$ cat config.mk
export PLATFORM = sky130hd
export DESIGN_NAME = bsc_front_flat
export DESIGN_NICKNAME = d
export VERILOG_FILES = /design/src/rtl/brush_stamp_canvas_unit_assert.svh /design/src/rtl/bsc_pkg.sv /design/src/rtl/bsc_if.sv /design/src/rtl/bsc_front.sv /design/src/flat_wrapper.sv
export SDC_FILE = /design/constraint.sdc
export NUM_CORES = 1
export LEC_CHECK = 0
export BUFFER_PORTS_ARGS = -buffer_cell sky130_fd_sc_hd__clkbuf_2
export CORE_MARGIN = 10
export CORE_UTILIZATION = 49
export DETAILED_ROUTE_END_ITERATION = 10
export PLACE_DENSITY_LB_ADDON = 0.15
export SYNTH_ARGS = -nofsm -noshare
export SYNTH_HDL_FRONTEND = slang
export SYNTH_SLANG_ARGS = --single-unit
$ cat constraint.sdc
create_clock -name vclk -period 7.02
set_input_delay 0.702 -clock vclk [all_inputs]
set_output_delay 0.702 -clock vclk [all_outputs]
set_load 0.1 [all_outputs]
$ cat src/rtl/brush_stamp_canvas_unit_assert.svh
// ----------------------------------------------------------------------------
// brush_stamp_canvas_unit assertion macros
// Concurrent check helpers shared by the canvas RTL.
// ----------------------------------------------------------------------------
`ifndef BRUSH_STAMP_CANVAS_UNIT_ASSERT_SVH
`define BRUSH_STAMP_CANVAS_UNIT_ASSERT_SVH

// consequent must hold in the same cycle as the antecedent
`define BSC_ASSERT_IMPLY(label, clk, rst, ante, cons) \
   label: assert property (@(posedge clk) disable iff (rst) (ante) |-> (cons)) \
      else $error("brush_stamp_canvas_unit: implication check failed");

// condition must never be seen
`define BSC_ASSERT_NEVER(label, clk, rst, cond) \
   label: assert property (@(posedge clk) disable iff (rst) !(cond)) \
      else $error("brush_stamp_canvas_unit: forbidden condition seen");

`endif

$ cat src/rtl/bsc_pkg.sv
// ----------------------------------------------------------------------------
// bsc_pkg
// Types, constants and helper functions of the brush stamp canvas.
// ----------------------------------------------------------------------------
package bsc_pkg;

   localparam int GRID_SIDE   = 28;
   localparam int CELL_COUNT  = GRID_SIDE * GRID_SIDE;
   localparam int ADDR_W      = $clog2(CELL_COUNT);
   localparam int POS_W       = $clog2(GRID_SIDE);
   localparam int COORD_W     = 6;
   localparam int NB_W        = COORD_W + 1;
   localparam int FUNC_W      = 2;
   localparam int CELL_W      = 8;
   localparam int BRIGHT_W    = 3;
   localparam int PROD_W      = CELL_W + BRIGHT_W;
   localparam int CSR_INDEX_W = 2;
   localparam int CSR_DATA_W  = 8;
   localparam int NB_CNT_W    = 4;
   localparam int NB_LAST     = 8;
   localparam int QUEUE_DEPTH = 4;
   localparam int QPTR_W      = $clog2(QUEUE_DEPTH);
   localparam int QCNT_W      = $clog2(QUEUE_DEPTH + 1);

   localparam int CELL_FULL  = (1 << CELL_W) - 1;
   localparam int BRIGHT_MAX = 7;
   localparam logic [CELL_W-1:0] CELL_MAX = CELL_W'(CELL_FULL);

   localparam logic [CELL_W-1:0] WEIGHT_CENTER_RST = 8'd50;
   localparam logic [CELL_W-1:0] WEIGHT_EDGE_RST   = 8'd25;
   localparam logic [CELL_W-1:0] WEIGHT_CORNER_RST = 8'd5;

   typedef enum logic [FUNC_W-1:0] {
      FUNC_PAINT      = 2'd0,
      FUNC_CLEAR_CELL = 2'd1,
      FUNC_CLEAR_ALL  = 2'd2,
      FUNC_READ       = 2'd3
   } func_type;

   typedef enum logic [CSR_INDEX_W-1:0] {
      CSR_WEIGHT_CENTER = 2'd0,
      CSR_WEIGHT_EDGE   = 2'd1,
      CSR_WEIGHT_CORNER = 2'd2
   } csr_index_type;

   typedef struct packed {
      logic [CELL_W-1:0] center_w;
      logic [CELL_W-1:0] edge_w;
      logic [CELL_W-1:0] corner_w;
   } weights_type;

   typedef struct packed {
      func_type                   func;
      logic signed [COORD_W-1:0] col;
      logic signed [COORD_W-1:0] row;
      logic                       on_grid;
      logic [ADDR_W-1:0]          addr;
   } cmd_type;

   typedef struct packed {
      logic signed [1:0] dx;
      logic signed [1:0] dy;
   } nb_offset_type;

   function automatic logic in_grid(logic signed [NB_W-1:0] x, logic signed [NB_W-1:0] y);
      logic signed [NB_W-1:0] side;
      side = $signed(NB_W'(GRID_SIDE));
      return (x >= 0) && (x < side) && (y >= 0) && (y < side);
   endfunction

   function automatic logic [ADDR_W-1:0] cell_addr(logic signed [NB_W-1:0] x,
                                                   logic signed [NB_W-1:0] y);
      return ADDR_W'(ADDR_W'(y[POS_W-1:0]) * ADDR_W'(GRID_SIDE) + ADDR_W'(x[POS_W-1:0]));
   endfunction

   function automatic logic [CELL_W-1:0] sat_add(logic [CELL_W-1:0] a, logic [CELL_W-1:0] w);
      logic [CELL_W:0] sum;
      sum = {1'b0, a} + {1'b0, w};
      return sum[CELL_W] ? CELL_MAX : sum[CELL_W-1:0];
   endfunction

   function automatic logic [BRIGHT_W-1:0] brightness(logic [CELL_W-1:0] v);
      logic [PROD_W-1:0]   p;
      logic [BRIGHT_W-1:0] b;
      p = PROD_W'(v) * PROD_W'(BRIGHT_MAX);
      b = '0;
      for (int k = 1; k <= BRIGHT_MAX; k++) begin
         if (p >= PROD_W'(CELL_FULL * k)) begin
            b = b + BRIGHT_W'(1);
         end
      end
      return b;
   endfunction

   function automatic nb_offset_type nb_offset(logic [NB_CNT_W-1:0] idx);
      nb_offset_type o;
      case (idx)
         4'd0: begin o.dx = -2'sd1; o.dy = -2'sd1; end
         4'd1: begin o.dx =  2'sd0; o.dy = -2'sd1; end
         4'd2: begin o.dx =  2'sd1; o.dy = -2'sd1; end
         4'd3: begin o.dx = -2'sd1; o.dy =  2'sd0; end
         4'd4: begin o.dx =  2'sd0; o.dy =  2'sd0; end
         4'd5: begin o.dx =  2'sd1; o.dy =  2'sd0; end
         4'd6: begin o.dx = -2'sd1; o.dy =  2'sd1; end
         4'd7: begin o.dx =  2'sd0; o.dy =  2'sd1; end
         default: begin o.dx = 2'sd1; o.dy = 2'sd1; end
      endcase
      return o;
   endfunction

endpackage

$ cat src/rtl/bsc_if.sv
// ----------------------------------------------------------------------------
// bsc_if
// Valid/ready channels of the brush stamp canvas: request and response.
// ----------------------------------------------------------------------------
interface bsc_req_if;
   logic                                valid;
   logic                                ready;
   logic [bsc_pkg::FUNC_W-1:0]          func;
   logic signed [bsc_pkg::COORD_W-1:0]  col;
   logic signed [bsc_pkg::COORD_W-1:0]  row;

   modport source (output valid, func, col, row, input ready);
   modport sink   (input valid, func, col, row, output ready);
endinterface


$ cat src/rtl/bsc_front.sv
// ----------------------------------------------------------------------------
// bsc_front
// Request intake: decodes each item and resolves its grid cell address.
// ----------------------------------------------------------------------------
module bsc_front (
   bsc_req_if.sink           req,
   input  logic              init_busy,
   input  logic              q_full,
   output logic              q_push,
   output bsc_pkg::cmd_type  q_data
);
   import bsc_pkg::*;

   logic signed [NB_W-1:0] x;
   logic signed [NB_W-1:0] y;
   logic                   on_grid;

   assign x       = NB_W'(req.col);
   assign y       = NB_W'(req.row);
   assign on_grid = in_grid(x, y);

   assign req.ready = !q_full && !init_busy;
   assign q_push    = req.valid && req.ready;

   always_comb begin
      q_data.func    = func_type'(req.func);
      q_data.col     = req.col;
      q_data.row     = req.row;
      q_data.on_grid = on_grid;
      q_data.addr    = on_grid ? cell_addr(x, y) : '0;
   end

endmodule

$ cat src/flat_wrapper.sv
// flat-port wrapper written by rule: the top's interface ports become plain ports
module bsc_front_flat import bsc_pkg::*;
  (init_busy, q_full, q_push, q_data, req_valid, req_func, req_col, req_row, req_ready);
  bsc_req_if req_i ();
  input  logic init_busy;
  input  logic q_full;
  output logic q_push;
  output bsc_pkg::cmd_type q_data;
  input wire logic [$bits(req_i.valid)-1:0] req_valid;
  input wire logic [$bits(req_i.func)-1:0] req_func;
  input wire logic [$bits(req_i.col)-1:0] req_col;
  input wire logic [$bits(req_i.row)-1:0] req_row;
  output wire logic [$bits(req_i.ready)-1:0] req_ready;
  assign req_i.valid = req_valid;
  assign req_i.func = req_func;
  assign req_i.col = req_col;
  assign req_i.row = req_row;
  assign req_ready = req_i.ready;
  bsc_front u_core (.req(req_i), .init_busy(init_busy), .q_full(q_full), .q_push(q_push), .q_data(q_data));
endmodule
Word-level counts from Yosys, hierarchy flattened
Index checks and enable logic that the tools add are counted.
Operators by class
  reduce and logical (&&, ||, !) cells: 7
  $mul: 1
  $add $sub $neg: 1
  magnitude comparators: 4
  div/mod/pow operators: 0
  mux-type cells: 1
  shift-type cells: 0
  bitwise logic cells: 0
  equal/unequal tests: 0
Operator list (count)
  6-bit by 1-bit greater-or-equal comparator with 1-bit output, second input constant: 2
  6-bit less-than comparator, second input constant: 2
  10-bit by 5-bit adder with 10-bit output: 1
  10-bit 2-to-1 mux: 1
  5-bit by 3-bit multiplier with 8-bit output, second input constant: 1
  1-bit logical AND: 5
  1-bit logical NOT: 2
Word-level totals
  output and inout bits: 27
  input port bits: 17
  bits in writable memories: 0
  bits in registers: 0
  memories: 0
  ROM bits: 0
  logic and storage cells: 14
  bits in latches: 0

Longest topological paths before layout
Gate-level depths: netlist (run 1).
  depth in word-level cells: 5
  mapped depth: 9
  depth with buffers taken out: 9

Least setup slack after synthesis (run 1)
Ideal clock, no wire load.
  kind: input -> output
  from: input port req_row[0]
  to: output port q_data[9] in the netlist's numbering
  arrival time: 4473 ps
  buffers on the path: 0
  data required time: 6318 ps
  cell stages on the path: 8
  slack: 1845 ps
  cell sequence: fa_1 ha_1 fa_1 xor2_1 nand2_1 nor2_1 a31oi_1 nor3_1
RTL lines
  start: declaration: line flat_wrapper.sv:12  | input wire logic [$bits(req_i.row)-1:0] req_row;
  end: declaration: line flat_wrapper.sv:8  | output bsc_pkg::cmd_type q_data;

==> out/qor.txt, run 1 <==
Final Hold Vio Count = 0
Non-Filler Instances = 123
Seq_cells = 0
Die area = 3260 um2
Class of the worst hold path = primary input to output pin
Pre-CTS setup slack = 2.86 ns
Clkbuf count = 0
Setup TNS = 0 ns
Drt first pass iters = 3
Crit-path max cell delay = 0.47 ns
Worst Hold Path EP = q_data[23]
DP Area = 782 um2
Synth cell types = 23
Max_slew headroom = 63.7%
CTS Hold Bufs = 0
Postcts setup bufs = 0
# diodes = 0
Port Buffer Count = 40
I/O pin total = 44
Status = complete, no violations
Worst-margin pin slew = 0.547 ns
DIE HEIGHT = 57.1 um
Fmax = 242 MHz
CP max-delay cell = clkbuf_2
Cell Area, Synth = 676 um2
Multi-input gate area = 529 um2
Syn_nets = 118
Max_cap viols = 0
Routed vias/inst = 4.77
Leak = 0.467 nW
Worst Path Required = 6.32 ns
1st-iter DRT viols = 1
First-pass GRT wire length = 2.77 mm
Startpoint Class = primary input
Crit path kind = primary input to output pin
Sequential share of the synthesized area = 0%
Die Wd = 57.1 um
Final Worst Setup Slack = 2.88 ns
Antenna Nets Post-Route = 0
Min-delay src = req_func[0]
Post-DP HPWL = 1.42 mm
Rows = 13
Post-Place Cells = 123
Synth Instances = 83
Post-Route WL = 1.49 mm
GP Congestion = 0.759
Worst Path Buf+Inv = 2
# setup viols final = 0
Worst-path fanout max = 6
Initial antenna violation count = 0
Initial Utilization = 51.9%
Yosys warns = 0
Crit. Startpoint = req_row[2]
GRT Overall Usage = 9.30%
DRC = 0
Wire length per cell = 12.1 um
Fillers = 133
Routed vias = 587
Sequential Area = 0 um2
Final Slew Violations = 0
RSZ-0062 raised after global routing = false
Layout cells sized above 1 = 38.0%
Nets = 145
Core Area = 1300 um2
Fin crit period = 4.14 ns
Vias in the first global route = 611
Crit-path cells = clkbuf_2 > fa_1 > ha_1 > fa_1 > a21oi_1 > o21bai_1 > xor2_1 > or3_1 > a21oi_1 > clkbuf_2
Final instance area = 782 um2
Pin count of the biggest net entering global routing = 9
CP arrival = 3.43 ns
Top delay family on crit path = adder cells
CP Capture Type = output pin
Worst Hold Depth = 0
Power Density = 180 nW/um2
Total grt overflow = 0
Final period utilization = 58.9%
Mapped Avg Cell Area = 8.14 um2
PostCTS Resize Cnt = 0
Peak supply drop = 0.0781 mV
Area growth from synthesis to layout = 15.7%
Pwr Total = 140 uW
[report_power, final]
group	leakage, nW	internal [mW]	switching [mW]
logic	0.467	0.0344	0.106
registers	0	0	0
clock network	0	0	0
total	0.467	0.0344	0.106
[layout by cell type (no fill, tap or decap), drive strengths merged, types with 2 or more instances in the layout]
master / count
nor2: 6
xor2: 5
nor3: 2
fa: 6
o21ai: 3
clkbuf: 40
inv: 9
a21oi: 5
nand2b: 2
nor2b: 2
xnor2: 2
nand2: 2
ha: 12
and3: 3
a21o: 2
[layer usage]
layer  share of wire [%]  up-vias  global-route usage [%]
li1                    -      311                       -
met1                  43      246                    11.0
met2                  41       30                    15.7
met3                  16        0                    4.65
met4                   0        0                       0
met5                   0        -                       0
[how the worst max path moves through the flow]
stage          cells after the start         to
2_1_floorplan                      8  q_data[9]
5_1_grt                           10  q_data[8]
3_5_place_dp                      10  q_data[8]
3_3_place_gp                      10  q_data[8]
4_1_cts                           10  q_data[8]
6_report                          10  q_data[8]
[logic make-up after synthesis]
family | Yosys count | share of synthesized area [%]
compound gates | 13 | 13.0
fa+ha+maj | 18 | 40.0
xor+xnor | 7 | 9.07
simple gates | 21 | 16.3
buf+inv | 24 | 21.7
[synthesized netlist by cell type, drive strengths merged]
cell | number | area (um2)
nand3 | 1 | 5.00
a21oi | 5 | 36.3
ha | 12 | 150
nor2 | 6 | 22.5
o21ai | 3 | 15.0
a211oi | 1 | 7.51
xor2 | 5 | 43.8
and2 | 1 | 6.26
nor3 | 2 | 10.0
nor2b | 2 | 12.5
a31oi | 1 | 6.26
and3 | 3 | 18.8
and4 | 1 | 8.76
xnor2 | 2 | 17.5
buf | 15 | 113
o21bai | 1 | 7.51
inv | 9 | 33.8
nand2 | 2 | 7.51
or3 | 1 | 6.26
a21o | 2 | 15.0
fa | 6 | 120
nand2b | 2 | 12.5
[stage by stage]
step	utilization [%]	hold WS [ns]
floorplan	-	1.62
global placement	60.1	1.41
detailed placement	60.1	1.41
CTS	60.1	1.41
global route	60.1	1.41
finish	60.1	1.41
[area by class of cell]
class                      count  area share (%)
timing repair buffer          40            25.6
tap                           15            2.40
multi-input combinational     59            67.7
inverter                       9            4.32
Note: power is estimated with default switching activity, not from simulation.
==> run 2, diff against run 1 <==
Settings changed: CORE_UTILIZATION 49 to 45.
Clock period 7.02 ns to 4.2 ns, I/O delays scaled along.
==> out/qor.txt, run 2 (synthesis results as in run 1) <==
Worst Path Required = 3.78 ns
# setup viols final = 0
Routed vias/inst = 4.72
DRC = 0
CTS Hold Bufs = 0
PostCTS Resize Cnt = 0
Post-Route WL = 1.57 mm
CP max-delay cell = clkbuf_2
Min-delay src = req_func[0]
Max_cap viols = 0
Seq_cells = 0
Met3 usage = 2.36%
Vias in the first global route = 670
Total grt overflow = 0
Top delay family on crit path = adder cells
Pwr Total = 236 uW
Clkbuf count = 0
Layout cells sized above 1 = 39.8%
GRT Overall Usage = 8.94%
Initial antenna violation count = 0
Rows = 13
I/O pin total = 44
Class of the worst hold path = primary input to output pin
Final Slew Violations = 0
Final Hold Vio Count = 0
Commonest non-fill, non-tap cell in the layout = clkbuf_2
Port Buffer Count = 40
GRT met2 Usage = 16.5%
First-pass GRT wire length = 2.72 mm
Die area = 3450 um2
Status = complete, no violations
Power Density = 299 nW/um2
CP arrival = 3.17 ns
GP Congestion = 0.690
Initial Utilization = 50.0%
Antenna Nets Post-Route = 0
Commonest cells after routing, fill and taps aside = clkbuf_2 (40), ha_1 (12), inv_1 (9)
Crit-path max cell delay = 0.47 ns
GRT met1 Usage = 10.0%
Wire length per cell = 12.8 um
Worst Path Buf+Inv = 2
Fin crit period = 3.59 ns
Setup TNS = 0 ns
Drt first pass iters = 2
Crit. Startpoint = req_row[2]
Max_slew headroom = 63.1%
Fillers = 133
Fmax = 278 MHz
Worst-path fanout max = 6
Postcts setup bufs = 0
Post-DP HPWL = 1.46 mm
Crit-path cells = clkbuf_2 > fa_1 > ha_1 > fa_1 > a21oi_1 > o21bai_1 > xor2_1 > or3_1 > a21oi_2 > clkbuf_2
Routed vias = 580
Die Wd = 58.8 um
# diodes = 0
CP Capture Type = output pin
Worst Hold Depth = 0
Peak supply drop = 0.142 mV
Startpoint Class = primary input
1st-iter DRT viols = 2
Pin count of the biggest net entering global routing = 9
RSZ-0062 raised after global routing = false
Final core utilization = 58.6%
Area growth from synthesis to layout = 17.0%
Final period utilization = 85.5%
Leak = 0.467 nW
DIE HEIGHT = 58.8 um
Crit path kind = primary input to output pin
Cell depth of the worst setup path = 10
GR peak layer = met2
Nets = 145
Sequential Area = 0 um2
Core Area = 1350 um2
Worst-margin pin slew = 0.556 ns
## run 2: layer usage
metal / routed length, um / vias to the layer above
li1: - / 307
met4: 0 / 0
met1: 672 / 242
met3: 145 / 0
met5: 0 / -
met2: 754 / 31
## run 2: where the power goes
part | total (mW) | internal [mW] | switching, mW
clock | 0 | 0 | 0
combinational | 0.236 | 0.0578 | 0.179
sequential | 0 | 0 | 0
total | 0.236 | 0.0578 | 0.179
## run 2: through the flow
| step | cell area, um2 | hold WS [ns] | setup slack (ns) | instances |
|---|---|---|---|---|
| detailed placement | 791 | 0.843 | 0.572 | 123 |
| global placement | 791 | 0.843 | 0.613 | 123 |
| floorplan | 684 | 1.05 | 0.109 | 83 |
| global route | 791 | 0.841 | 0.420 | 123 |
| CTS | 791 | 0.843 | 0.584 | 123 |
| finish | 791 | 0.842 | 0.609 | 123 |
## run 2: cell type report
type                            instances  area [um2]  area share (%)
Multi-Input combinational cell         59         538            68.0
Timing Repair Buffer                   40         200            25.3
Inverter                                9        33.8            4.27
Tap cell                               15        18.8            2.37
## run 2: worst paths after layout
path    endpoint  slack (ns)
min   q_data[23]        0.84
max    q_data[8]        0.61
