--- config.mk ---
export PLATFORM = sky130hd
export DESIGN_NAME = bsc_queue
export DESIGN_NICKNAME = d
export VERILOG_FILES = /design/src/rtl/brush_stamp_canvas_unit_assert.svh /design/src/rtl/bsc_pkg.sv /design/src/rtl/bsc_queue.sv
export SDC_FILE = /design/constraint.sdc
export NUM_CORES = 1
export LEC_CHECK = 0
export BUFFER_PORTS_ARGS = -buffer_cell sky130_fd_sc_hd__buf_4
export CAP_MARGIN = 20
export CORE_UTILIZATION = 51
export DETAILED_ROUTE_END_ITERATION = 6
export PLACE_DENSITY = 0.73
export SYNTH_ARGS = -nofsm -noshare
export SYNTH_HDL_FRONTEND = slang
export SYNTH_SLANG_ARGS = --single-unit
--- constraint.sdc ---
create_clock -name clock -period 1.6 [get_ports clock]
set_input_delay 0.08 -clock clock [delete_from_list [all_inputs] [get_ports clock]]
set_output_delay 0.08 -clock clock [all_outputs]
set_load 0.1 [all_outputs]
--- src/rtl/brush_stamp_canvas_unit_assert.svh ---
// ----------------------------------------------------------------------------
// brush_stamp_canvas_unit assertion macros
// Concurrent check helpers shared by the canvas RTL.
// ----------------------------------------------------------------------------
`ifndef BRUSH_STAMP_CANVAS_UNIT_ASSERT_SVH
`define BRUSH_STAMP_CANVAS_UNIT_ASSERT_SVH

// consequent must hold in the same cycle as the antecedent
`define BSC_ASSERT_IMPLY(label, clk, rst, ante, cons) \
   label: assert property (@(posedge clk) disable iff (rst) (ante) |-> (cons)) \
      else $error("brush_stamp_canvas_unit: implication check failed");

// condition must never be seen
`define BSC_ASSERT_NEVER(label, clk, rst, cond) \
   label: assert property (@(posedge clk) disable iff (rst) !(cond)) \
      else $error("brush_stamp_canvas_unit: forbidden condition seen");

`endif

--- src/rtl/bsc_pkg.sv ---
// ----------------------------------------------------------------------------
// bsc_pkg
// Types, constants and helper functions of the brush stamp canvas.
// ----------------------------------------------------------------------------
package bsc_pkg;

   localparam int GRID_SIDE   = 28;
   localparam int CELL_COUNT  = GRID_SIDE * GRID_SIDE;
   localparam int ADDR_W      = $clog2(CELL_COUNT);
   localparam int POS_W       = $clog2(GRID_SIDE);
   localparam int COORD_W     = 6;
   localparam int NB_W        = COORD_W + 1;
   localparam int FUNC_W      = 2;
   localparam int CELL_W      = 8;
   localparam int BRIGHT_W    = 3;
   localparam int PROD_W      = CELL_W + BRIGHT_W;
   localparam int CSR_INDEX_W = 2;
   localparam int CSR_DATA_W  = 8;
   localparam int NB_CNT_W    = 4;
   localparam int NB_LAST     = 8;
   localparam int QUEUE_DEPTH = 4;
   localparam int QPTR_W      = $clog2(QUEUE_DEPTH);
   localparam int QCNT_W      = $clog2(QUEUE_DEPTH + 1);

   localparam int CELL_FULL  = (1 << CELL_W) - 1;
   localparam int BRIGHT_MAX = 7;
   localparam logic [CELL_W-1:0] CELL_MAX = CELL_W'(CELL_FULL);

   localparam logic [CELL_W-1:0] WEIGHT_CENTER_RST = 8'd50;
   localparam logic [CELL_W-1:0] WEIGHT_EDGE_RST   = 8'd25;
   localparam logic [CELL_W-1:0] WEIGHT_CORNER_RST = 8'd5;

   typedef enum logic [FUNC_W-1:0] {
      FUNC_PAINT      = 2'd0,
      FUNC_CLEAR_CELL = 2'd1,
      FUNC_CLEAR_ALL  = 2'd2,
      FUNC_READ       = 2'd3
   } func_type;

   typedef enum logic [CSR_INDEX_W-1:0] {
      CSR_WEIGHT_CENTER = 2'd0,
      CSR_WEIGHT_EDGE   = 2'd1,
      CSR_WEIGHT_CORNER = 2'd2
   } csr_index_type;

   typedef struct packed {
      logic [CELL_W-1:0] center_w;
      logic [CELL_W-1:0] edge_w;
      logic [CELL_W-1:0] corner_w;
   } weights_type;

   typedef struct packed {
      func_type                   func;
      logic signed [COORD_W-1:0] col;
      logic signed [COORD_W-1:0] row;
      logic                       on_grid;
      logic [ADDR_W-1:0]          addr;
   } cmd_type;

   typedef struct packed {
      logic signed [1:0] dx;
      logic signed [1:0] dy;
   } nb_offset_type;

   function automatic logic in_grid(logic signed [NB_W-1:0] x, logic signed [NB_W-1:0] y);
      logic signed [NB_W-1:0] side;
      side = $signed(NB_W'(GRID_SIDE));
      return (x >= 0) && (x < side) && (y >= 0) && (y < side);
   endfunction

   function automatic logic [ADDR_W-1:0] cell_addr(logic signed [NB_W-1:0] x,
                                                   logic signed [NB_W-1:0] y);
      return ADDR_W'(ADDR_W'(y[POS_W-1:0]) * ADDR_W'(GRID_SIDE) + ADDR_W'(x[POS_W-1:0]));
   endfunction

   function automatic logic [CELL_W-1:0] sat_add(logic [CELL_W-1:0] a, logic [CELL_W-1:0] w);
      logic [CELL_W:0] sum;
      sum = {1'b0, a} + {1'b0, w};
      return sum[CELL_W] ? CELL_MAX : sum[CELL_W-1:0];
   endfunction

   function automatic logic [BRIGHT_W-1:0] brightness(logic [CELL_W-1:0] v);
      logic [PROD_W-1:0]   p;
      logic [BRIGHT_W-1:0] b;
      p = PROD_W'(v) * PROD_W'(BRIGHT_MAX);
      b = '0;
      for (int k = 1; k <= BRIGHT_MAX; k++) begin
         if (p >= PROD_W'(CELL_FULL * k)) begin
            b = b + BRIGHT_W'(1);
         end
      end
      return b;
   endfunction

   function automatic nb_offset_type nb_offset(logic [NB_CNT_W-1:0] idx);
      nb_offset_type o;
      case (idx)
         4'd0: begin o.dx = -2'sd1; o.dy = -2'sd1; end
         4'd1: begin o.dx =  2'sd0; o.dy = -2'sd1; end
         4'd2: begin o.dx =  2'sd1; o.dy = -2'sd1; end
         4'd3: begin o.dx = -2'sd1; o.dy =  2'sd0; end
         4'd4: begin o.dx =  2'sd0; o.dy =  2'sd0; end
         4'd5: begin o.dx =  2'sd1; o.dy =  2'sd0; end
         4'd6: begin o.dx = -2'sd1; o.dy =  2'sd1; end
         4'd7: begin o.dx =  2'sd0; o.dy =  2'sd1; end
         default: begin o.dx = 2'sd1; o.dy = 2'sd1; end
      endcase
      return o;
   endfunction

endpackage

--- src/rtl/bsc_queue.sv ---
// ----------------------------------------------------------------------------
// bsc_queue
// Short command queue between request intake and the cell engine.
// ----------------------------------------------------------------------------
module bsc_queue (
   input  logic              clock,
   input  logic              reset,
   input  logic              push,
   input  bsc_pkg::cmd_type  push_data,
   input  logic              pop,
   output bsc_pkg::cmd_type  pop_data,
   output logic              full,
   output logic              empty
);
   import bsc_pkg::*;

   cmd_type             slot_ff [QUEUE_DEPTH];
   logic [QPTR_W-1:0]   wr_ptr_ff;
   logic [QPTR_W-1:0]   wr_ptr_in;
   logic [QPTR_W-1:0]   rd_ptr_ff;
   logic [QPTR_W-1:0]   rd_ptr_in;
   logic [QCNT_W-1:0]   count_ff;
   logic [QCNT_W-1:0]   count_in;

   function automatic logic [QPTR_W-1:0] next_ptr(logic [QPTR_W-1:0] p);
      return (p == QPTR_W'(QUEUE_DEPTH - 1)) ? '0 : p + QPTR_W'(1);
   endfunction

   assign full     = (count_ff == QCNT_W'(QUEUE_DEPTH));
   assign empty    = (count_ff == '0);
   assign pop_data = slot_ff[rd_ptr_ff];

   always_comb begin
      wr_ptr_in = push ? next_ptr(wr_ptr_ff) : wr_ptr_ff;
      rd_ptr_in = pop ? next_ptr(rd_ptr_ff) : rd_ptr_ff;
      count_in  = count_ff;
      if (push && !pop) begin
         count_in = count_ff + QCNT_W'(1);
      end else if (pop && !push) begin
         count_in = count_ff - QCNT_W'(1);
      end
   end

   always_ff @(posedge clock) begin
      if (reset) begin
         wr_ptr_ff <= '0;
         rd_ptr_ff <= '0;
         count_ff  <= '0;
      end else begin
         wr_ptr_ff <= wr_ptr_in;
         rd_ptr_ff <= rd_ptr_in;
         count_ff  <= count_in;
      end
   end

   always_ff @(posedge clock) begin
      if (push) begin
         slot_ff[wr_ptr_ff] <= push_data;
      end
   end

endmodule

* Yosys cells after proc, flatten, opt, wreduce, memory -nomap -nowiden
Memory sizes are Yosys's and may differ from the RTL's. A register that Yosys moved wholly into a read port is not among the register bits.
Cells that the tools add are included.
** Storage, ports and cells
- Bits in registers :: 7
- Memories kept :: 1
- Output and inout port bits :: 27
- Latch bits :: 0
- Bits in writable memories :: 100
- Memory bits (read-only) :: 0
- Bits of input ports :: 29
** Memory list
- slot_ff :: depth 4, bits a word 25, rd ports 1, clocked after memory_dff 1, write ports 1, line bsc_queue.sv:17 : cmd_type slot_ff [QUEUE_DEPTH];
** Cells by class
- Shift operators :: 0
- Bitwise operators :: 0
- Div/mod/pow operators :: 0
- Add/sub/neg operators :: 4
- Equal/unequal tests :: 3
- Reductions and logical operators :: 6
- $mul :: 0
- Order comparisons :: 0
- Muxes and demuxes :: 8
** Operators by type and width (number)
- $mux W2 :: 4
- $mux W3 :: 2
- $add A2 B1 Y2 const B :: 2
- $eq A2 B2 Y1 const B :: 2
- $add A3 B1 Y3 const B :: 1
- $eq A3 B3 Y1 const B :: 1
- $logic_not A3 Y1 :: 1
- $sub A3 B1 Y3 const B :: 1
- $logic_and A1 B1 Y1 :: 2
- $logic_not A1 Y1 :: 2
- $mux W1 :: 2
- $reduce_bool A2 Y1 :: 1

* Logic depth before layout (Yosys ltp)
Gate-level depths: netlist of the first run.
- Depth after elaboration :: 4
- Mapped depth :: 7
- Gate-level depth less buffers :: 7

* Worst setup path before layout of the first run
Ideal clock, no wire load.
- Path type :: register -> output
- Start point :: reg count_ff[1]
- End point :: out full
- Path slack :: -1.032 ns
- Cell stages (with the launch flop) :: 2
- Arrival time :: 2.552 ns
- Path through :: dfxtp_1 -> nor3b_1
** On the way
- Longest elaborated chain between the ends :: 1
** Ends and longest elaborated chain
- start, declared :: line bsc_queue.sv:22 : logic [QCNT_W-1:0] count_ff;
- start signal, assigned :: line bsc_queue.sv:52 : count_ff <= count_in;
- $eq A3 B3 Y1 :: line bsc_queue.sv:29 : assign full = (count_ff == QCNT_W'(QUEUE_DEPTH));
- end, declared :: line bsc_queue.sv:12 : output logic full,
Every way passes these cells.

==> results.tsv, run 1 <==
metric	value	unit
place_area	0.00472	mm2
grt_pass1_wl	10.4	mm
ys.flop_type	edfxtp_1	
final_area	0.00528	mm2
wirelength	6.57	mm
die_w	91.6	um
worst_slew_pin_slew	0.274	ns
yosysSeqAreaShare	0.778	
irDropWorstVdd	0.000661	V
end_kind	output port	
grt_start_max_net_pins	26	
min_period	1.73	ns
dr.first_iter.drc_count	105	
use_met1	0.219	
die_area	0.00838	mm2
r2r_cells	4	
wire_per_inst	17.1	um
cp_max_fo	7	
met2_usage	0.291	
async_reset_ff_frac	0	
critPathMaxStageDelay	0.52	ns
final.setup.worst_slack	-0.134	ns
cts.sinks	109	
grt_pass1_vias	2048	
synth_top_area_frac	0.734	
avgViaCountPerCell	5.14	
finClkSkew	0.00570	ns
r2r_start	count_ff[0]	
fmax	577	MHz
crit_required	1.52	ns
finalHoldViolations	0	
fp.dieH	91.6	um
period_share	1.08	
hold_start	pop	
grt_util_met3	0.0335	
synthCells	175	
yosysMostFrequentCell	edfxtp_1	
syn_to_final_growth	29.0	%
syn_area	0.00409	mm2
status	finished, violations left	
synth_common_cells	edfxtp_1, mux4_2, dfxtp_1, nor2_1, ha_1	
drv_cap	0	
yosysTopAreaCell	edfxtp_1	
yosys_warnings	0	
setup_viol	25	
worstHoldPathCells	3	
synthDistinctLibCells	20	
clk_pin_slew_worst_paths	0.09	ns
critPathLaunchType	register	
synth.area.top_cells	edfxtp_1, mux4_2, dfxtp_1	
coreArea	0.00773	mm2
synth_edf_count	100	
pre_cts_slack	0.0649	ns
p_leak	1.86	nW
critPathKind	register to output port	
gp_congestion	0.663	
hold_class	input pin to register	
clkLatencyLatePin	0.36	ns
slowest_stage	mux4_2	
cts_root_buf	clkbuf_8	
synth_nets	211	
relSlewSlack	0.817	
h-tree-depth	3	
cts_made_buffers	9	
crit_top_cell	buf_6	
total_power	0.00622	W
busiest_layer	met2	
ios	56	
nFillCells	543	
rsz0062_at_grt	true	
instances_no_fill	383	
ys_seq_elements	109	
powerDensity	1180	mW/mm2
ant_nets	0	
io_buffers	55	
track_usage	0.174	
drc	0	
nets	312	
dp.cells	339	
cts_tree	built	
antenna_found_initial	0	
slew_viol_final	0	
start_util	0.529	
vias	1968	
violations	negative setup slack	
cp_cell_sequence	buf_6, mux4_2, buf_6	
dp_hpwl	4.01	mm
clk_path_buf_depth	2	
drive_gt1_frac	0.395	
synth_area_per_cell	23.4	um2
n_antenna_cell	0	
grt-ovfl-total	0	
fin_util	0.683	
arrival	1.65	ns
rows	32	
drt_pass1_iterations	4	
==> critical path: cells and delay by family, from the launching register on <==
kind                   cells  cell delay (ns)
muxes                      1             0.52
DFF                        1             0.40
buffers and inverters      2             0.37
==> through the flow <==
stage	hold WS, ns	setup TNS, ns
finish	0.0240	-2.99
global placement	0.281	0
detailed placement	0.285	0
CTS	0.0158	-3.81
global route	0.0650	-4.79
floorplan	0.149	-0.111
==> placed cells by master (no fill, tap or decap), types with 6 or more instances in the layout <==
cell / netlist / final
dlygate4sd3_1: 0 / 26
mux4_2: 20 / 25
clkbuf_8: 0 / 9
edfxtp_1: 100 / 100
buf_4: 0 / 40
dfxtp_1: 9 / 8
ha_1: 6 / 6
nor2_1: 7 / 7
buf_6: 1 / 21
buf_12: 2 / 6
==> report_power, final <==
group          internal (W)  leakage (nW)  total, W  switching (W)
sequential          0.00325         0.993   0.00331      0.0000551
combinational      0.000492         0.785   0.00149       0.000997
clock              0.000570        0.0811   0.00143       0.000856
total               0.00431          1.86   0.00622        0.00191
==> sequential cells by signal (all words and copies together), names as in the netlist, named ones only <==
signal	count
slot_ff	100
count_ff	3
wr_ptr_ff	2
rd_ptr_ff	2
==> layout make-up <==
type,count,area [um2],share of cell area
clock buffers,11,131,0.0249
clock inverters,5,37.5,0.00711
inverters,4,15.0,0.00284
multi-input cells,56,818,0.155
flip-flops and latches,109,3190,0.604
well taps,102,128,0.0242
repair buffers,96,962,0.182
==> metal layers <==
| metal | vias to the layer above | wire length, um | share of wire |
|---|---|---|---|
| met2 | 45 | 3400 | 0.52 |
| met4 | 0 | 112 | 0.017 |
| li1 | 915 | - | - |
| met5 | - | 0 | 0 |
| met1 | 996 | 2820 | 0.43 |
| met3 | 12 | 230 | 0.035 |
==> worst paths after layout <==
kind | to | slack, ns
hold reg to reg | count_ff[2] | 0.52
setup reg to reg | count_ff[2] | 0.14
setup / recovery | pop_data[24] | -0.13
hold / removal | register | 0.02
==> repair_timing <==
action	4_1_cts	5_1_grt
hold buffers	26	0
resized for setup	39	0
endpoints found under the hold margin	109	0
setup buffers	2	0
setup endpoints to repair	25	25
==> cells by family (layout without fill, tap and decap cells) <==
group,after synthesis,after routing,share of synthesized area
and+or+nand+nor,15,15,0.0190
AOI/OAI and AO/OA,3,3,0.00367
adders and majority gates,7,7,0.0232
buffers and inverters,10,116,0.0199
DFF,109,109,0.778
muxes,29,29,0.152
xor gates and xnor gates,2,2,0.00428
Note: power is estimated with default switching activity, not from simulation.
==> run 2, diff against run 1 <==
--- a/config.mk
+++ b/config.mk
@@ -5,6 +5,7 @@
 export SDC_FILE = /design/constraint.sdc
 export NUM_CORES = 1
 export LEC_CHECK = 0
+export ABC_AREA = 1
 export BUFFER_PORTS_ARGS = -buffer_cell sky130_fd_sc_hd__buf_4
 export CAP_MARGIN = 20
 export CORE_UTILIZATION = 51
==> run 2 against run 1 <==
  * The run still ends with negative setup slack left
  * Sequential power is essentially flat
  * Routed wire length grew 36%
  * Via count grew 38%
  * Worst hold slack gained 0.0026 ns
  * Power grew 14%
  * Count of clock-buffer cells in the layout shrank 2
  * Critical path depth grew 2
  * First-iteration DRC count grew 50%
  * Register-to-register slack gained 0.13 ns
  * Design area grew 12%
  * Cell count grew 32%
==> results.tsv, run 2 <==
metric	value	unit
min_period	1.67	ns
synth_area_per_cell	13.8	um2
setup_viol	19	
nets	436	
powerDensity	1190	mW/mm2
swShare	0.317	
final.setup.worst_slack	-0.0731	ns
drt_pass1_iterations	4	
synth_nets	337	
relSlewSlack	0.763	
p_clk_frac	0.249	
fp.dieH	92.4	um
seqPwrFrac	0.468	
path_buf_inv	3	
drc	0	
finalHoldViolations	0	
p_int	0.00483	W
finClkSkew	0.00911	ns
cts_tree	built	
yosysMostFrequentCell	edfxtp_1	
final_common_cell	edfxtp_1	
arrival	1.59	ns
synth_edf_count	100	
slew_viol_final	0	
instances_no_fill	507	
critPathLaunchType	register	
cts_root_buf	clkbuf_8	
hold_class	input pin to register	
clk_pin_slew_worst_paths	0.09	ns
worst_slew_pin_slew	0.352	ns
dp_hpwl	5.40	mm
wire_per_inst	17.6	um
fin_util	0.759	
cp_top_family	buffers and inverters	
status	finished, violations left	
gp_congestion	0.731	
avgViaCountPerCell	5.36	
final_cell_mix	edfxtp_1, nor2_1, buf_4, o21ai_1, buf_12	
syn_to_final_growth	42.2	%
h-tree-depth	3	
seq_area	0.00319	mm2
ant_nets	0	
grt-ovfl-total	0	
dr.first_iter.drc_count	158	
start_util	0.534	
wirelength	8.92	mm
largest_register_ffs	100	
period_share	1.05	
cp_cell_sequence	buf_4, clkbuf_16, nor2_1, o22ai_2, buf_12	
antenna_found_initial	0	
grt_pass1_vias	2837	
drive_gt1_frac	0.323	
finalSetupTns	-0.560	ns
syn_area	0.00417	mm2
synth_common_cells	edfxtp_1, nor2_1, o21ai_0, o22ai_1	
io_buffers	55	
violations	negative setup slack	
grt_pass1_wl	14.1	mm
synthDistinctLibCells	20	
synth.area.top_cells	edfxtp_1, nor2_1, o21ai_0	
coreArea	0.00781	mm2
grt_start_max_net_pins	23	
critPathKind	register to output port	
multiInputGateArea	0.00110	mm2
switchingPower	0.00224	W
die_w	92.4	um
n_antenna_cell	0	
comb_power_share	0.283	
die_area	0.00853	mm2
rsz0062_at_grt	true	
nFillCells	465	
yosys_warnings	0	
cts.sinks	109	
p_leak	2.19	nW
ios	56	
clk_path_buf_depth	2	
vias	2719	
cts_made_buffers	9	
drv_cap	0	
track_usage	0.222	
synth_top_area_frac	0.721	
irDropWorstVdd	0.000825	V
yosysTopAreaCell	edfxtp_1	
fmax	598	MHz
ys.flop_type	edfxtp_1	
slowest_stage	dfxtp_4	
ys_seq_elements	109	
top_regs	slot_ff (100), count_ff (3)	
synthCells	301	
whs	0.0267	ns
clkLatencyLatePin	0.36	ns
critPathMaxStageDelay	0.45	ns
async_reset_ff_frac	0	
cp_max_fo	10	
rows	32	
yosysSeqAreaShare	0.764	
total_power	0.00707	W
regMostFlops	slot_ff	
dp.cells	460	
end_kind	output port	
crit_required	1.52	ns
[run 2: cells by family (layout without fill, tap and decap cells)]
group	after synthesis	in the layout	share of synthesized area
DFF	109	109	0.764
AOI/OAI and AO/OA	81	81	0.105
and+or+nand+nor	72	72	0.0670
buffers and inverters	31	135	0.0393
adders and majority gates	7	7	0.0228
xor gates and xnor gates	1	1	0.00210
[run 2: routing by layer]
| metal | share of wire | wire [um] | global-route usage |
|---|---|---|---|
| met5 | 0 | 0 | 0 |
| met4 | 0.028 | 247 | 0.108 |
| met3 | 0.033 | 293 | 0.0345 |
| met2 | 0.53 | 4720 | 0.397 |
| met1 | 0.41 | 3650 | 0.260 |
[run 2: layout make-up]
| type | instances | share of cell area |
|---|---|---|
| Tap cell | 102 | 0.0215 |
| Clock buffer | 9 | 0.0209 |
| Multi-Input combinational cell | 161 | 0.186 |
| Sequential cell | 109 | 0.538 |
| Clock inverter | 7 | 0.0152 |
| Timing Repair Buffer | 103 | 0.207 |
| Inverter | 16 | 0.0118 |
[run 2: timing repair]
item                                    CTS  global route
endpoints found under the setup margin   25            25
hold endpoints to repair                104             0
gates resized for setup                 102            22
gates cloned                              0             1
pin swaps                                 2             4
hold buffers                             26             0
setup buffers                             3             1
[run 2: power groups by stage]
| stage | Clock [W] | Sequential (W) | Combinational (W) |
|---|---|---|---|
| after global placement | 0 | 0.00336 | 0.00157 |
| after global routing | 0.00188 | 0.00332 | 0.00208 |
| final | 0.00176 | 0.00331 | 0.00200 |
| after CTS | 0.00178 | 0.00331 | 0.00197 |
| after detailed placement | 0 | 0.00337 | 0.00159 |
| after floorplan | 0 | 0.00335 | 0.00123 |
[run 2: tightest hold or removal path: stages]
cell and delay, ns:
buf_4 0.08, o21ai_0 0.08, nor2_1 0.11
[run 2: stage by stage]
stage          worst slack [ns]  area [um2]
3_3_place_gp              0.172        4980
6_report                -0.0731        5930
2_1_floorplan           -0.0737        4410
5_1_grt                  -0.106        5930
3_5_place_dp             0.0683        4980
4_1_cts                 -0.0507        5850
[run 2: final timing paths]
kind / start / to / slack [ns] / depth (start not counted)
worst max-delay path: register / pop_data[24] / -0.07 / 5
worst min-delay path: pop / rd_ptr_ff[1] / 0.03 / 3
worst max register to register: wr_ptr_ff[0] / slot_ff[0][22] / 0.27 / 5
worst min register to register: rd_ptr_ff[0] / register / 0.55 / 2
==> run 3, diff against run 2 <==
--- a/config.mk
+++ b/config.mk
@@ -8,7 +8,10 @@
 export ABC_AREA = 1
 export BUFFER_PORTS_ARGS = -buffer_cell sky130_fd_sc_hd__buf_4
 export CAP_MARGIN = 20
-export CORE_UTILIZATION = 51
+export CELL_PAD_IN_SITES_DETAIL_PLACEMENT = 1
+export CELL_PAD_IN_SITES_GLOBAL_PLACEMENT = 2
+export CORE_ASPECT_RATIO = 0.7
+export CORE_UTILIZATION = 36
 export DETAILED_ROUTE_END_ITERATION = 6
 export PLACE_DENSITY = 0.73
 export SYNTH_ARGS = -nofsm -noshare
==> run 3 against run 2 <==
  * The flow still finishes with violations (negative setup slack)
  * Core utilization shrank 21 points
  * Worst setup slack gained 0.055 ns
  * Via count shrank 0.55%
  * Design area grew 2.9%
==> results.tsv, run 3 (same netlist as run 2, synthesis figures left out) <==
metric	value	unit
status	finished, violations left	
violations	negative setup slack	
setup_viol	1	
use_met1	0.228	
cts_root_buf	clkbuf_16	
crit_end	pop_data[2]	
final.setup.worst_slack	-0.0179	ns
finalHoldViolations	0	
irDropWorstVdd	0.000650	V
grt_pass1_vias	2912	
rsz0062_at_grt	true	
coreArea	0.0111	mm2
pre_cts_slack	0.215	ns
largest_register_ffs	100	
p_leak	2.23	nW
r2r_cells	5	
cts_tree	built	
place_area	0.00514	mm2
dr.first_iter.drc_count	130	
r2r_start	wr_ptr_ff[0]	
gp_congestion	0.730	
arrival	1.54	ns
die_area	0.0120	mm2
wirelength	9.84	mm
final_common_cell	edfxtp_1	
grt_pass1_wl	15.2	mm
drt_pass1_iterations	4	
fin_util	0.548	
nFillCells	1095	
n_antenna_cell	0	
r2r-end	slot_ff[0][5]	
avgViaCountPerCell	4.88	
final_cell_mix	edfxtp_1, nor2_1, buf_4, buf_12, dlygate4sd3_1	
clk_pin_slew_worst_paths	0.07	ns
seq_area	0.00319	mm2
total_power	0.00746	W
fp.dieH	92.0	um
relSlewSlack	0.781	
fmax	618	MHz
busiest_layer	met2	
wire_per_inst	17.8	um
ant_nets	0	
start_util	0.374	
vias	2704	
rows	32	
critPathLaunchType	register	
cts.sinks	109	
antenna_found_initial	0	
multiInputGateArea	0.00112	mm2
track_usage	0.176	
drive_gt1_frac	0.334	
syn_to_final_growth	46.3	%
slew_viol_final	0	
hold_class	input pin to register	
end_kind	output port	
grt_util_met3	0.0426	
io_buffers	55	
met2_usage	0.290	
regMostFlops	slot_ff	
drc	0	
worst_slew_pin_slew	0.325	ns
final_area	0.00610	mm2
post_cts_buffers	0	
clkLatencyLatePin	0.34	ns
nets	434	
min_period	1.62	ns
rrSetupSlack	0.28	ns
grt-ovfl-total	0	
drv_cap	0	
top_regs	slot_ff (100), count_ff (3)	
finClkSkew	0.00554	ns
powerDensity	1220	mW/mm2
period_share	1.01	
ios	56	
h-tree-depth	3	
clk_path_buf_depth	2	
dp_hpwl	6.01	mm
cts_made_buffers	9	
grt_start_max_net_pins	27	
critPathKind	register to output port	
crit_required	1.52	ns
cp_max_fo	26	
die_w	131	um
## run 3: cell types whose count changed in the layout (fill, tap and decap cells not counted), moves of 2 or more
cell | previous run | this run
buf_8 | 1 | 3
o21ai_2 | 4 | 10
buf_12 | 27 | 29
clkinv_1 | 2 | 0
buf_4 | 42 | 37
clkbuf_8 | 9 | 0
clkbuf_16 | 1 | 10
o21ai_1 | 29 | 24
## run 3: worst max-delay path, stage by stage, from the launching register on
cell and delay (ns):
dfxtp_4 0.42, buf_12 0.19, o21ai_1 0.10, o22ai_2 0.25, buf_12 0.21
## run 3: report_power, final
| part | switching, W | internal (W) | total [W] |
|---|---|---|---|
| clock | 0.000939 | 0.00120 | 0.00214 |
| combinational | 0.00130 | 0.000714 | 0.00201 |
| sequential | 0.0000648 | 0.00325 | 0.00331 |
| total | 0.00230 | 0.00516 | 0.00746 |
## run 3: repair_timing
item                                    in CTS  in global routing
hold buffers                                26                  0
hold endpoints to repair                   104                  0
pin swaps                                    2                  7
endpoints found under the setup margin      25                 25
gates resized for setup                     79                 43
gates cloned                                 0                  1
## run 3: worst min path at each step
stage               startpoint      endpoint  cells past startpoint
global route              push  wr_ptr_ff[1]                      3
floorplan                reset   count_ff[0]                      1
CTS                       push  wr_ptr_ff[1]                      3
global placement         reset   count_ff[0]                      2
finish                    push  wr_ptr_ff[1]                      3
detailed placement       reset  wr_ptr_ff[0]                      2
## run 3: per-layer routing
layer | up-vias | wire (um) | part of all wire
met5 | - | 0 | 0
met4 | 0 | 119 | 0.012
met3 | 8 | 258 | 0.026
met2 | 48 | 4900 | 0.50
met1 | 1353 | 4560 | 0.46
li1 | 1295 | - | -
## run 3: layout make-up
cell class	count	share of cell area
clock inverter	4	0.00841
clock buffer	10	0.0376
timing repair buffer	101	0.204
inverter	16	0.0119
tap	153	0.0314
multi-input combinational	161	0.183
sequential	109	0.523
## run 3: stage by stage
step                TNS, ns  std cells  hold WS [ns]
floorplan           -0.0737        301         0.152
detailed placement        0        513         0.285
global route         -0.824        554         0.113
CTS                  -0.112        553        0.0820
global placement          0        513         0.279
finish              -0.0179        554        0.0867
